**src/design/sab_pkg.sv**
```systemverilog
// ----------------------------------------------------------------------------
// sab_pkg: shared constants and types for the sorted array binary search core
// Store geometry, beat field layout and the controller/datapath link types.
// ----------------------------------------------------------------------------
`default_nettype none

package sab_pkg;

    // store geometry
    localparam int SAB_DEPTH  = 1024;
    localparam int SAB_ADDR_W = $clog2(SAB_DEPTH);
    localparam int SAB_CNT_W  = SAB_ADDR_W + 1;
    localparam int SAB_WORD_W = 32;

    // input beat fields
    localparam int SAB_IDX_W   = 10;
    localparam int SAB_VAL_W   = 32;
    localparam int SAB_RANGE_W = 11;

    localparam int SAB_IDX_LSB   = 0;
    localparam int SAB_VAL_LSB   = SAB_IDX_LSB + SAB_IDX_W;
    localparam int SAB_START_LSB = SAB_VAL_LSB + SAB_VAL_W;
    localparam int SAB_END_LSB   = SAB_START_LSB + SAB_RANGE_W;
    localparam int SAB_TGT_LSB   = SAB_END_LSB + SAB_RANGE_W;
    localparam int SAB_S_BITS    = SAB_TGT_LSB + SAB_VAL_W;
    localparam int SAB_S_TDATA_W = ((SAB_S_BITS + 7) / 8) * 8;

    // output beat fields
    localparam int SAB_M_TDATA_W = ((SAB_IDX_W + 7) / 8) * 8;

    // tuser codes on the input side
    localparam logic SAB_CMD_LOAD   = 1'b0;
    localparam logic SAB_CMD_SEARCH = 1'b1;

    typedef struct packed {
        logic write;     // store the load beat
        logic start;     // capture range and target of a search beat
        logic read;      // read the store at the computed probe index
        logic probe;     // narrow the range from the last probe
        logic res_hit;   // record a match at the last probe
        logic res_miss;  // record an empty range
        logic out_load;  // move the result into the output register
    } t_sab_cmd;

    typedef struct packed {
        logic range_empty;
        logic hit;
        logic out_free;
    } t_sab_status;

endpackage

`default_nettype wire

```
**src/design/sab_controller.sv**
```systemverilog
// ----------------------------------------------------------------------------
// sab_controller: sequencer for load and search beats
// Accepts beats while idle, steps the datapath one probe per cycle and hands
// the result to the output register once it is free.
// ----------------------------------------------------------------------------
`default_nettype none

module sab_controller (
    input  logic                 i_clk,
    input  logic                 i_rst_n,
    input  logic                 i_s_tvalid,
    input  logic                 i_s_tuser,
    output logic                 o_s_tready,
    input  sab_pkg::t_sab_status i_status,
    output sab_pkg::t_sab_cmd    o_cmd
);
    import sab_pkg::*;

    localparam logic [1:0] ST_IDLE   = 2'd0;
    localparam logic [1:0] ST_ISSUE  = 2'd1;
    localparam logic [1:0] ST_PROBE  = 2'd2;
    localparam logic [1:0] ST_RESULT = 2'd3;

    logic [1:0] r_state;
    logic [1:0] n_state;
    logic       w_accept;

    assign o_s_tready = (r_state == ST_IDLE);
    assign w_accept   = i_s_tvalid && o_s_tready;

    always_comb begin
        n_state = r_state;
        o_cmd   = '0;
        case (r_state)
            ST_IDLE: begin
                if (w_accept && (i_s_tuser == SAB_CMD_SEARCH)) begin
                    o_cmd.start = 1'b1;
                    n_state     = ST_ISSUE;
                end else if (w_accept) begin
                    o_cmd.write = 1'b1;
                end
            end
            ST_ISSUE: begin
                if (i_status.range_empty) begin
                    o_cmd.res_miss = 1'b1;
                    n_state        = ST_RESULT;
                end else begin
                    o_cmd.read = 1'b1;
                    n_state    = ST_PROBE;
                end
            end
            ST_PROBE: begin
                o_cmd.probe = 1'b1;
                if (i_status.hit) begin
                    o_cmd.res_hit = 1'b1;
                    n_state       = ST_RESULT;
                end else if (i_status.range_empty) begin
                    o_cmd.res_miss = 1'b1;
                    n_state        = ST_RESULT;
                end else begin
                    // issue the next probe straight from the narrowed range
                    o_cmd.read = 1'b1;
                end
            end
            ST_RESULT: begin
                if (i_status.out_free) begin
                    o_cmd.out_load = 1'b1;
                    n_state        = ST_IDLE;
                end
            end
            default: begin
                n_state = ST_IDLE;
            end
        endcase
    end

    always_ff @(posedge i_clk) begin
        if (!i_rst_n) begin
            r_state <= ST_IDLE;
        end else begin
            r_state <= n_state;
        end
    end

endmodule

`default_nettype wire

```
**config.mk**
```make
export PLATFORM = sky130hd
export DESIGN_NAME = sab_controller
export DESIGN_NICKNAME = d
export VERILOG_FILES = /design/src/design/sab_pkg.sv /design/src/design/sab_controller.sv
export SDC_FILE = /design/constraint.sdc
export NUM_CORES = 1
export LEC_CHECK = 0
export BUFFER_PORTS_ARGS = -buffer_cell sky130_fd_sc_hd__buf_2
export CAP_MARGIN = 20
export CORE_AREA = 2 2 39 41
export CTS_BUF_LIST = sky130_fd_sc_hd__clkbuf_8
export DETAILED_ROUTE_END_ITERATION = 12
export DIE_AREA = 0 0 41 43
export HOLD_SLACK_MARGIN = 0.02
export SYNTH_ARGS = -nofsm -noshare
export SYNTH_HDL_FRONTEND = slang
export SYNTH_SLANG_ARGS = --single-unit
```
**constraint.sdc**
```tcl
create_clock -name i_clk -period 4.5 [get_ports i_clk]
set_clock_uncertainty 0.2 [all_clocks]
set_input_delay 0 -clock i_clk [delete_from_list [all_inputs] [get_ports i_clk]]
set_output_delay 0 -clock i_clk [all_outputs]
set_load 0.005 [all_outputs]
```
[After elaboration in Yosys (flattened, before gate mapping)]
Index checks and enable logic that the tools add are counted.
Widths: inputs -> output; s select.
Word-level totals
  bits in registers: 2
  word-level logic and storage cells: 31
Cells by class
  equality and inequality tests: 6
  muxes and demuxes: 20
  reductions and logical operators: 4
Operators by type and width (number)
  $mux 2: 6
  $mux 1: 11
  $pmux 2 s4: 1
  $eq 2x2->1 const B: 2
  $pmux 1 s2: 2
  $ne 3x3->1 const B: 1
  $reduce_and 3->1: 1
  $eq 2x1->1 const B: 1
  $logic_and 1x1->1: 2
  $logic_not 2->1: 1
  $ne 2x1->1 const B: 1
  $ne 2x2->1 const B: 1

[Logic depth before layout (Yosys ltp)]
Gate-level depths: netlist of the first run.
  depth after elaboration: 5
  depth in mapped cells: 5

[Worst setup path after synthesis of the first run]
Ideal clock, no wire load.
  kind: register to register
  start: register r_state[0]
  end: register r_state[0]
  setup time: 119 ps
  arrival time: 1539 ps
  required time: 4181 ps
  path slack: 2642 ps
  cell stages (with the launch flop): 6
  period minus slack after synthesis: 1858 ps
  cell sequence: dfxtp_1 -> inv_1 -> ha_1 -> nor3b_1 -> or4_1 -> o221a_1
Between the ends
  longest elaborated chain between the ends: 5
RTL lines
  start: declaration: line sab_controller.sv:24  | logic [1:0] r_state;
  start signal: assignment: line sab_controller.sv:81  | r_state <= n_state;
  $logic_not 2->1: line sab_controller.sv:28, sab_controller.sv:34
  $logic_and 1x1->1: line sab_controller.sv:29  | assign w_accept = i_s_tvalid && o_s_tready;
  $logic_and 1x1->1: line sab_controller.sv:36  | if (w_accept && (i_s_tuser == SAB_CMD_SEARCH)) begin
  $ne 2x1->1 (no source line)
  $reduce_and 3->1 (no source line)
Parallel ways exist; a longest one is shown, timed or not.
A chain may end at the register's enable or synchronous reset.

[Worst setup path after layout of the first run]
Ends and elaborated chain as after synthesis.

==> results of run 1 <==
how the worst min path moves through the flow:
stage                  to  slack, ps  cells past startpoint
2_1_floorplan    o_cmd[4]       -170                      1
3_3_place_gp     o_cmd[6]         40                      3
3_5_place_dp     o_cmd[6]         50                      3
4_1_cts        r_state[1]         20                      4
5_1_grt        r_state[1]         50                      4
6_report       r_state[1]         20                      4
synth_stat cells:
cell type,instances
and3_1,2
nor2_1,3
and2_1,2
o221a_1,1
ha_1,4
o21ai_0,1
a211oi_1,1
inv_1,3
nor3b_1,1
or4_1,1
mux2i_1,1
nor2b_1,3
nand2_1,4
dfxtp_1,2
worst reg2reg max path, stage by stage (launching register included):
cell	delay (ps)
dfxtp_1	400
inv_1	80
ha_1	230
nor3b_1	150
or4_1	520
o221a_1	230
routing by layer:
metal / GRT usage [%] / part of all wire (%) / vias to the layer above / routed length, um
li1: - / - / 134 / -
met1: 7.32 / 46 / 99 / 227
met2: 7.81 / 37 / 16 / 179
met3: 3.14 / 12 / 2 / 60
met4: 10.0 / 4.3 / 0 / 21
met5: 0 / 0 / - / 0
final cells by class:
class,instances,area [um^2],area share (%)
inverters,3,11.3,3.11
flip-flops and latches,2,40.0,11.1
multi-input cells,24,169,46.7
repair buffers,15,80.1,22.1
well taps,16,20.0,5.54
clock buffers,3,41.3,11.4
metrics by stage:
stage | total power (W) | worst slack [ps] | instances
floorplan | 0.0000878 | 2640 | 29
global placement | 0.000117 | 2590 | 59
detailed placement | 0.000118 | 2570 | 59
CTS | 0.000193 | 2560 | 63
global route | 0.000207 | 2470 | 63
finish | 0.000188 | 2570 | 63
cell families (layout without fill, tap and decap cells):
group	after synthesis	after routing	synth area share [%]
buffers and inverters	3	21	5.11
DFF	2	2	18.2
AOI/OAI and AO/OA	3	3	10.8
adders and majority gates	4	4	22.7
and+or+nand+nor	16	16	38.6
muxes	1	1	4.55
power groups by stage:
stage                     registers, W  clock network [W]   logic, W
after global routing         0.0000361          0.0000762  0.0000949
after floorplan              0.0000322                  0  0.0000556
after detailed placement     0.0000345                  0  0.0000832
after CTS                    0.0000342          0.0000743  0.0000845
final                        0.0000341          0.0000717  0.0000822
after global placement       0.0000341                  0  0.0000832
==> summary.md, run 1 <==
| Metric | Value |
|---|---|
| Status | completed |
| Clock network power share | 38.1% |
| Sequential fraction of the synthesis area | 18.2% |
| Worst reg-to-reg path cell count | 5 |
| Effective utilization at floorplan | 15.9% |
| PD cells | 520 nW/um^2 |
| Slack of the worst reg-to-reg path | 2570 ps |
| Total grt overflow | 0 |
| Slew @ Worst Pin | 334 ps |
| Internal power | 0.000125 W |
| Sw power | about 0.000063 W |
| Die Ht | 43 um |
| Combinational cell fraction of total power | 43.7% |
| Final Instance Area | 362 um^2 |
| CTS tree | done |
| Maxcap violations | 0 |
| Switching part of the total | 33.7% |
| Final nets | 60 |
| Cell breakdown of the critical path | inv_1, ha_1, nor3b_1, or4_1, o221a_1 |
| Postcts setup bufs | 0 |
| CP top delay family | simple AND/OR/NAND/NOR gates |
| Worst-path fanout max | 6 |
| Post-synth top area share | 22.7% |
| Crit Reg-Reg Startpoint | r_state[0] |
| Dpl hpwl | 397 um |
| Share of cells above drive strength 1 | 36.2% |
| Vias per inst | between 3 and 4 |
| Total negative slack | 0 ps |
| Reg power frac | 18.2% |
| Hold_ws | 20.7 ps |
| Netlist Area Pre-Place | around 220 um^2 |
| Crit path buf inv count | 1 |
| # hold bufs at CTS | 1 |
| Routed Antenna Nets | 0 |
| Commonest non-fill, non-tap cells in the layout | buf_2 (14), nand2_1 (4), ha_1 (4) |
| Slew Limit Fails | 0 |
| HP Class | input pin to flip-flop |
| Rel. slew slack | 77.6% |
| Slowest stage cell, crit path | or4_1 |
| Core Region | 1380 um^2 |
| GR Util All Layers | 6.91% |
| Total Wirelength | 489 um |
| Post-Syn Area per Cell | 7.59 um^2 |
| Cell leakage power | 0.203 nW |
| Routed via count | between 200 and 300 |
| Max reg flops | 2 |
| First-pass detailed-route iteration total | 3 |
| Top post-synthesis cells by area | ha_1 (23%), dfxtp_1 (18%), nor2b_1 (8.5%) |
| Final hold vios | 0 |
| DR iter-0 viols | 4 |
| Largest net degree at the start of global routing | 7 |
| PortBufs | 14 |
| Setup crit end kind | flip-flop |
| Syn Inst Count | 29 |
| Root Buffer | clkbuf_8 |
| Post-place instance area | about 310 um^2 |
| Layout Utilization | 26.1% |
| CP peak stage delay | 520 ps |
| Synth warnings | 0 |
| Synth-to-layout area growth | 64.2% |
| Worst EP arrival | between 1500 and 2000 ps |
| Part of the cycle the worst path needs | 42.8% |
| ANT cells | 0 |
| Clock Tree Buf Depth | 2 |
| Peak supply drop | between 0.0001 and 0.00015 V |
| Final setup fails | 0 |
| Chip width | roughly 40 um |
| Clk sinks | 2 |
| Period minus WS final | 1930 ps |
| Stages on worst setup path | 5 |
| I/O pin total | 15 |
| Top Registers | r_state (2) |
| Num rows | 14 |
| Antenna violations before repair | 0 |
| Worst-path clk slew | 30 ps |
| Clk_lat worst skew | 210 ps |
| Die area | 1760 um^2 |
| RSZ-0062 raised after global routing | no |
| Post-CTS Resized | 0 |
| Fillers | 146 |
| WL per Instance | 7.76 um |
| RR Endpoint | r_state[0] |
| Cell variety after synth | 14 |
| Vias in the first global route | approximately 200 |
| Critical path class | flip-flop to flip-flop |
| Post-synth top area cell | ha_1 |
| Worst EP required | 4400 ps |
| Post-synthesis net count | 40 |
| Commonest non-fill, non-tap cell in the layout | buf_2 |
| Setup crit start kind | flip-flop |
| Hold Path Origin | i_s_tvalid |
| # DRC | 0 |
| Critical Path Source | r_state[0] |
| Top reg by flops | r_state |
| H-Tree Level Count | 1 |
| CP endpoint | r_state[0] |
| #FFs+latches synth | 2 |
| First-pass GRT wire length | 724 um |
| RePlAce Congestion | 0.727 |
| CTS Buf Count | 3 |
| Fmax | just over 0.5 GHz |
(Power assumes the default switching activity.)
==> run 2: changes to the inputs <==
ABC_AREA = 1   (was unset)
clock period = 1.7 ns   (was 4.5 ns; I/O delays follow)
==> summary.md, run 2 <==
| Metric | Value |
|---|---|
| Status | completed |
| Cell breakdown of the critical path | inv_1, ha_1, inv_1, nor2_1, o21ai_1, nor2_1, buf_2 |
| Core Region | 1380 um^2 (unchanged) |
| Cell with the most instances after synthesis | nand2_1 |
| First-pass GRT wire length | 814 um (+12%) |
| CTS tree | done |
| Layout Utilization | 27.9% (+1.8 points) |
| Vias in the first global route | 228 (+13%) |
| ANT cells | 0 (unchanged) |
| DR top layer | met3 |
| Clk_lat worst skew | 210 ps (about the same) |
| Synth Flop Type | dfxtp_1 |
| RSZ-0062 raised after global routing | no |
| Clock Tree Buf Depth | 2 (unchanged) |
| Met3 WL | 39 um (-35%) |
| Final hold vios | 0 (unchanged) |
| Post-synth top area cell | ha_1 |
| Peak supply drop | 0.000448 V (+330%) |
| Antenna violations before repair | 0 (unchanged) |
| Placed cell count | 69 (+17%) |
| Vias per inst | 3.66 (-8.1%) |
| Worst-path fanout max | 5 (-1) |
| CP peak stage delay | 350 ps (-170 ps) |
| WL per Instance | 6.72 um (-13%) |
| Netlist Area Pre-Place | 234 um^2 (+6.2%) |
| Share of cells above drive strength 1 | 34.5% (-1.7 points) |
| Fillers | 171 (+17%) |
| Slowest stage cell, crit path | dfxtp_2 |
| Worst EP required | 1500 ps (-2900 ps) |
| Cell leakage power | 0.244 nW (+20%) |
| Part of the cycle the worst path needs | between 80% and 90% |
| GR Util All Layers | 7.31% (+0.41 points) |
| Setup crit end kind | output pin |
| EDFF count, synth | 0 (unchanged) |
| Chip width | 41 um (unchanged) |
| Routed Antenna Nets | 0 (unchanged) |
| I/O pin total | 15 (unchanged) |
| Commonest non-fill, non-tap cell in the layout | buf_2 |
| Slew Limit Fails | 0 (unchanged) |
| Pwr Total | 0.000499 W (+170%) |
| Top Registers | r_state (2) |
| Metal-1 WL | 215 um (-5.3%) |
| Final nets | 71 (+18%) |
| Synth-to-layout area growth | 65.2% |
| Dpl hpwl | 420 um (+5.8%) |
| H-Tree Level Count | 1 (unchanged) |
| Maxcap violations | 0 (unchanged) |
| Period minus WS final | 1480 ps |
| Stages on worst setup path | 7 (+2) |
| Top post-synthesis cells by area | ha_1 (21%), dfxtp_1 (17%), nand2_1 (16%) |
| Die Ht | 43 um (unchanged) |
| PortBufs | 14 (unchanged) |
| First-pass detailed-route iteration total | 1 (-2) |
| Syn Inst Count | 39 (+34%) |
| Total grt overflow | 0 (unchanged) |
| Post-Syn Area per Cell | 6.00 um^2 (-21%) |
| # DRC | 0 (unchanged) |
| Cell variety after synth | 9 (-5) |
| Sequential fraction of the synthesis area | 17.1% (-1.1 points) |
| CP top delay family | flip-flops |
| Effective utilization at floorplan | 16.9% (+0.99 points) |
| Crit path buf inv count | 3 (+2) |
| Total negative slack | 0 ps (unchanged) |
| Rel. slew slack | 89.7% (+12 points) |
| #FFs+latches synth | 2 (unchanged) |
| Setup crit start kind | flip-flop |
| Synth warnings | 0 (unchanged) |
| RePlAce Congestion | 0.626 (-14%) |
| Largest net degree at the start of global routing | 6 (-1) |
| Slew @ Worst Pin | 154 ps (-181 ps) |
| Hold_ws | 49.0 ps (+28.4 ps) |
| Clk sinks | 2 (unchanged) |
| Crit Reg-Reg Startpoint | r_state[1] |
| Synth cell count leaders | nand2_1 (10), nor2_1 (9), inv_1 (8), ha_1 (4) |
| Top reg by flops | r_state |
| PD cells | 1290 nW/um^2 (+150%) |
| HP Class | input pin to output pin |
| Worst reg-to-reg path cell count | 7 (+2) |
| Die area | 1760 um^2 (unchanged) |
| Fmax | roughly 0.68 GHz |
| Hold Path Origin | i_s_tuser |
| Critical path class | flip-flop to output pin |
| Total Wirelength | 497 um (+1.6%) |
| Post-route insts no fill | 74 (+17%) |
| Commonest non-fill, non-tap cells in the layout | buf_2 (14), nand2_1 (10), nor2_1 (9) |
| Final setup fails | 0 (unchanged) |
| Post-synth top area share | 21.4% (-1.3 points) |
| Routed wl met2 | 241 um (+35%) |
| Critical Path Source | r_state[0] |
| DR iter-0 viols | 0 (-4) |
| Root Buffer | clkbuf_8 |
| Post-synthesis net count | 50 (+25%) |
| Worst-path clk slew | 30 ps (about the same) |
| Hold Path Stages | 3 (-1) |
| Ys async rst share | 0% (unchanged) |
| Max reg flops | 2 (unchanged) |
| CTS Buf Count | 3 (unchanged) |
| Worst EP arrival | 1280 ps (-550 ps) |
| Routed via count | 271 (+8.0%) |
| Num rows | 14 (unchanged) |
[run 2: cells by family (layout without fill, tap and decap cells)]
logic type      count (synthesis)  after routing  share of synthesized area (%)
flops                           2              2                           17.1
compound gates                  2              2                           4.28
simple gates                   23             23                           44.4
fa+ha+maj                       4              4                           21.4
buf+inv                         8             27                           12.8
[run 2: worst min-delay path: cells and delay by family]
family / cells / cell delay, ps
AND/OR/NAND/NOR: 1 / 40
buffers and inverters: 2 / 210
[run 2: stage by stage]
| stage | cell area [um^2] | setup WS (ps) |
|---|---|---|
| after floorplan | 234 | 375 |
| after global placement | 324 | 324 |
| after detailed placement | 324 | 289 |
| after CTS | 385 | 59.8 |
| after global routing | 387 | 73.6 |
| final | 387 | 221 |
[run 2: layout make-up]
class | count | area, um^2 | share of cell area [%]
clock buffer | 3 | 41.3 | 10.7
inverter | 8 | 30.0 | 7.77
multi-input combinational | 29 | 164 | 42.4
sequential | 2 | 41.3 | 10.7
tap | 16 | 20.0 | 5.18
timing repair buffer | 16 | 90.1 | 23.3
[run 2: repair_timing]
item / in CTS / in global routing
hold buffers: 2 / 0
buffers inserted: 0 / 0
endpoints found under the hold margin: 2 / 0
gates resized for setup: 0 / 2
setup endpoints to repair: 0 / 2
[run 2: layer usage]
layer,up-vias,global-route usage [%]
met1,109,7.99
met4,0,10.0
met5,-,0
li1,154,-
met2,8,9.38
met3,0,1.57
[run 2: path summary, 6_finish.rpt]
path | slack, ps | to
min | 50 | o_cmd[6]
max | 220 | o_cmd[1]
min reg2reg | 400 | r_state[0]
max reg2reg | 330 | r_state[1]
[run 2: power breakdown]
part / internal (W) / switching, W / leakage (nW)
sequential: 0.0000660 / 0.0000155 / 0.0169
clock: 0.000149 / 0.0000326 / 0.0216
combinational: 0.000105 / 0.000131 / 0.205
==> run 3: changes to the inputs <==
GPL_ROUTABILITY_DRIVEN = 0   (was unset)
PLACE_DENSITY = 0.52   (was unset)
==> summary.md, run 3 (synthesis results as in run 2) <==
| Metric | Value |
|---|---|
| Routed Antenna Nets | 0 (unchanged) |
| Setup crit start kind | flip-flop |
| # DRC | 0 (unchanged) |
| Maxcap violations | 0 (unchanged) |
| Max reg flops | 2 (unchanged) |
| Vias per inst | 3.77 (+2.9%) |
| Setup crit end kind | output pin |
| Hold Path Origin | i_status[2] |
| GR Util All Layers | 7.82% (+0.50 points) |
| Met3 Track Usage GR | 6.28% (+4.7 points) |
| I/O pin total | 15 (unchanged) |
| Final Instance Area | 377 um^2 (-2.6%) |
| DR iter-0 viols | 5 (+5) |
| Rel. slew slack | 89.5% (-0.23 points) |
| CTS Buf Count | 3 (unchanged) |
| Met1 global-route usage | 7.67% (-0.32 points) |
| ANT cells | 0 (unchanged) |
| Clk_lat worst skew | 210 ps (about the same) |
| Hold_ws | 19.7 ps (-29.4 ps) |
| Cell breakdown of the critical path | inv_1, ha_1, inv_1, nor2_1, o21ai_1, nor2_1, buf_2 |
| Routed via count | 275 (+1.5%) |
| Status | completed |
| DP Worst Slack | 304 ps (+15.6 ps) |
| Worst-path fanout max | 5 (unchanged) |
| Total grt overflow | 0 (unchanged) |
| Crit path buf inv count | 3 (unchanged) |
| Core Region | 1380 um^2 (unchanged) |
| Sw power | 0.000178 W (-0.56%) |
| Clk sinks | 2 (unchanged) |
| Total negative slack | 0 ps (unchanged) |
| Total Wirelength | 472 um (-5.0%) |
| Slew @ Worst Pin | 156 ps (+2.77 ps) |
| Switching part of the total | 35.8% (about the same) |
| First-pass detailed-route iteration total | 4 (+3) |
| Hold Path Sink | r_state[0] |
| Crit Reg-Reg Startpoint | r_state[1] |
| First-pass GRT wire length | 862 um (+5.9%) |
| Commonest non-fill, non-tap cells in the layout | buf_2 (14), nand2_1 (10), nor2_1 (9) |
| Slew Limit Fails | 0 (unchanged) |
| Top reg by flops | r_state |
| GR peak layer | met2 |
| Part of the cycle the worst path needs | 86.9% (-0.089 points) |
| Worst EP required | 1500 ps (about the same) |
| Vias in the first global route | 252 (+11%) |
| Period minus WS final | 1480 ps (-1.52 ps) |
| Die area | 1760 um^2 (unchanged) |
| Synth-to-layout area growth | 61.0% |
| Root Buffer | clkbuf_8 |
| Worst-path clk slew | 30 ps (about the same) |
| WL per Instance | 6.47 um (-3.7%) |
| Setup ws final | 223 ps (+1.52 ps) |
| Share of cells above drive strength 1 | 35.1% (+0.60 points) |
| Combinational cell fraction of total power | 46.6% (-0.6 points) |
| Worst reg-to-reg path cell count | 8 (+1) |
| Largest net degree at the start of global routing | 6 (unchanged) |
| Chip width | 41 um (unchanged) |
| Internal power | 0.000319 W (-0.45%) |
| Fillers | 174 (+1.8%) |
| Slowest stage cell, crit path | dfxtp_2 |
| Num rows | 14 (unchanged) |
| HP Class | input pin to flip-flop |
| Peak supply drop | 0.000393 V (-12%) |
| Stages on worst setup path | 7 (unchanged) |
| Clock Tree Buf Depth | 2 (unchanged) |
| RSZ-0062 raised after global routing | no |
| Final setup fails | 0 (unchanged) |
| Hold Path Stages | 5 (+2) |
| Fmax | 0.677 GHz (+0.10%) |
| Met2 Track Usage GR | 10.3% (+0.94 points) |
| CP peak stage delay | 350 ps (about the same) |
| Slack of the worst reg-to-reg path | 350 ps (+20 ps) |
| Top Registers | r_state (2) |
| Commonest non-fill, non-tap cell in the layout | buf_2 |
| PD cells | 1320 nW/um^2 (+2.2%) |
| Worst EP arrival | 1280 ps (about the same) |
| Antenna violations before repair | 0 (unchanged) |
| H-Tree Level Count | 1 (unchanged) |
| Cell leakage power | 0.240 nW (-1.7%) |
| CP top delay family | flip-flops |
| CTS tree | done |
| Effective utilization at floorplan | 16.9% (unchanged) |
| Final hold vios | 0 (unchanged) |
| Dpl hpwl | 400 um (-4.9%) |
| Post-place instance area | 324 um^2 (unchanged) |
| Reg power frac | 16.4% (about the same) |
| Critical path class | flip-flop to output pin |
| Clock network power share | 36.9% (+0.5 points) |
| Pwr Total | 0.000497 W (-0.49%) |
| PortBufs | 14 (unchanged) |
| Final nets | 70 (-1.4%) |
| Die Ht | 43 um (unchanged) |
| RR Endpoint | r_state[0] |
run 3: changes by cell type in the layout (fill, tap and decap cells not counted), sizes merged:
cell         before  now
dlygate4sd3       2    1
run 3: repair_timing:
action,CTS,global route
gates resized for setup,0,2
endpoints found under the setup margin,0,2
hold buffers,1,0
hold endpoints to repair,2,0
buffers inserted,0,0
run 3: how the worst max path moves through the flow:
stage,from,endpoint,slack [ps]
after floorplan,r_state[0],r_state[1],370
final,r_state[0],o_cmd[1],220
after detailed placement,r_state[0],r_state[0],300
after CTS,r_state[0],o_cmd[1],80
after global routing,r_state[0],o_cmd[4],70
after global placement,r_state[0],r_state[1],300
run 3: worst min-delay path, stage by stage:
cell and delay (ps):
buf_2 110, nand3_1 70, o21ai_0 80, nor2_1 50, nor2_1 80
run 3: cell type report:
cell class / count / area (um^2) / area share, %
clock buffers: 3 / 41.3 / 11.0
inverters: 8 / 30.0 / 7.97
multi-input cells: 29 / 164 / 43.5
flip-flops and latches: 2 / 41.3 / 11.0
well taps: 16 / 20.0 / 5.32
repair buffers: 15 / 80.1 / 21.3
run 3: metrics by stage:
step,cells,util [%]
2_1_floorplan,39,-
3_3_place_gp,69,23.4
3_5_place_dp,69,23.4
4_1_cts,73,27.1
5_1_grt,73,27.2
6_report,73,27.2
run 3: power groups by stage:
stage / logic, W / clock network, W / registers (W)
after floorplan: 0.000164 / 0 / 0.0000771
after global placement: 0.000234 / 0 / 0.0000809
after detailed placement: 0.000232 / 0 / 0.0000810
after CTS: 0.000235 / 0.000192 / 0.0000805
after global routing: 0.000286 / 0.000199 / 0.0000855
final: 0.000232 / 0.000183 / 0.0000816
run 3: routing by layer:
metal / vias up / wire (um)
met5: - / 0
met3: 0 / 59
li1: 155 / -
met2: 12 / 220
met4: 0 / 0
met1: 108 / 192
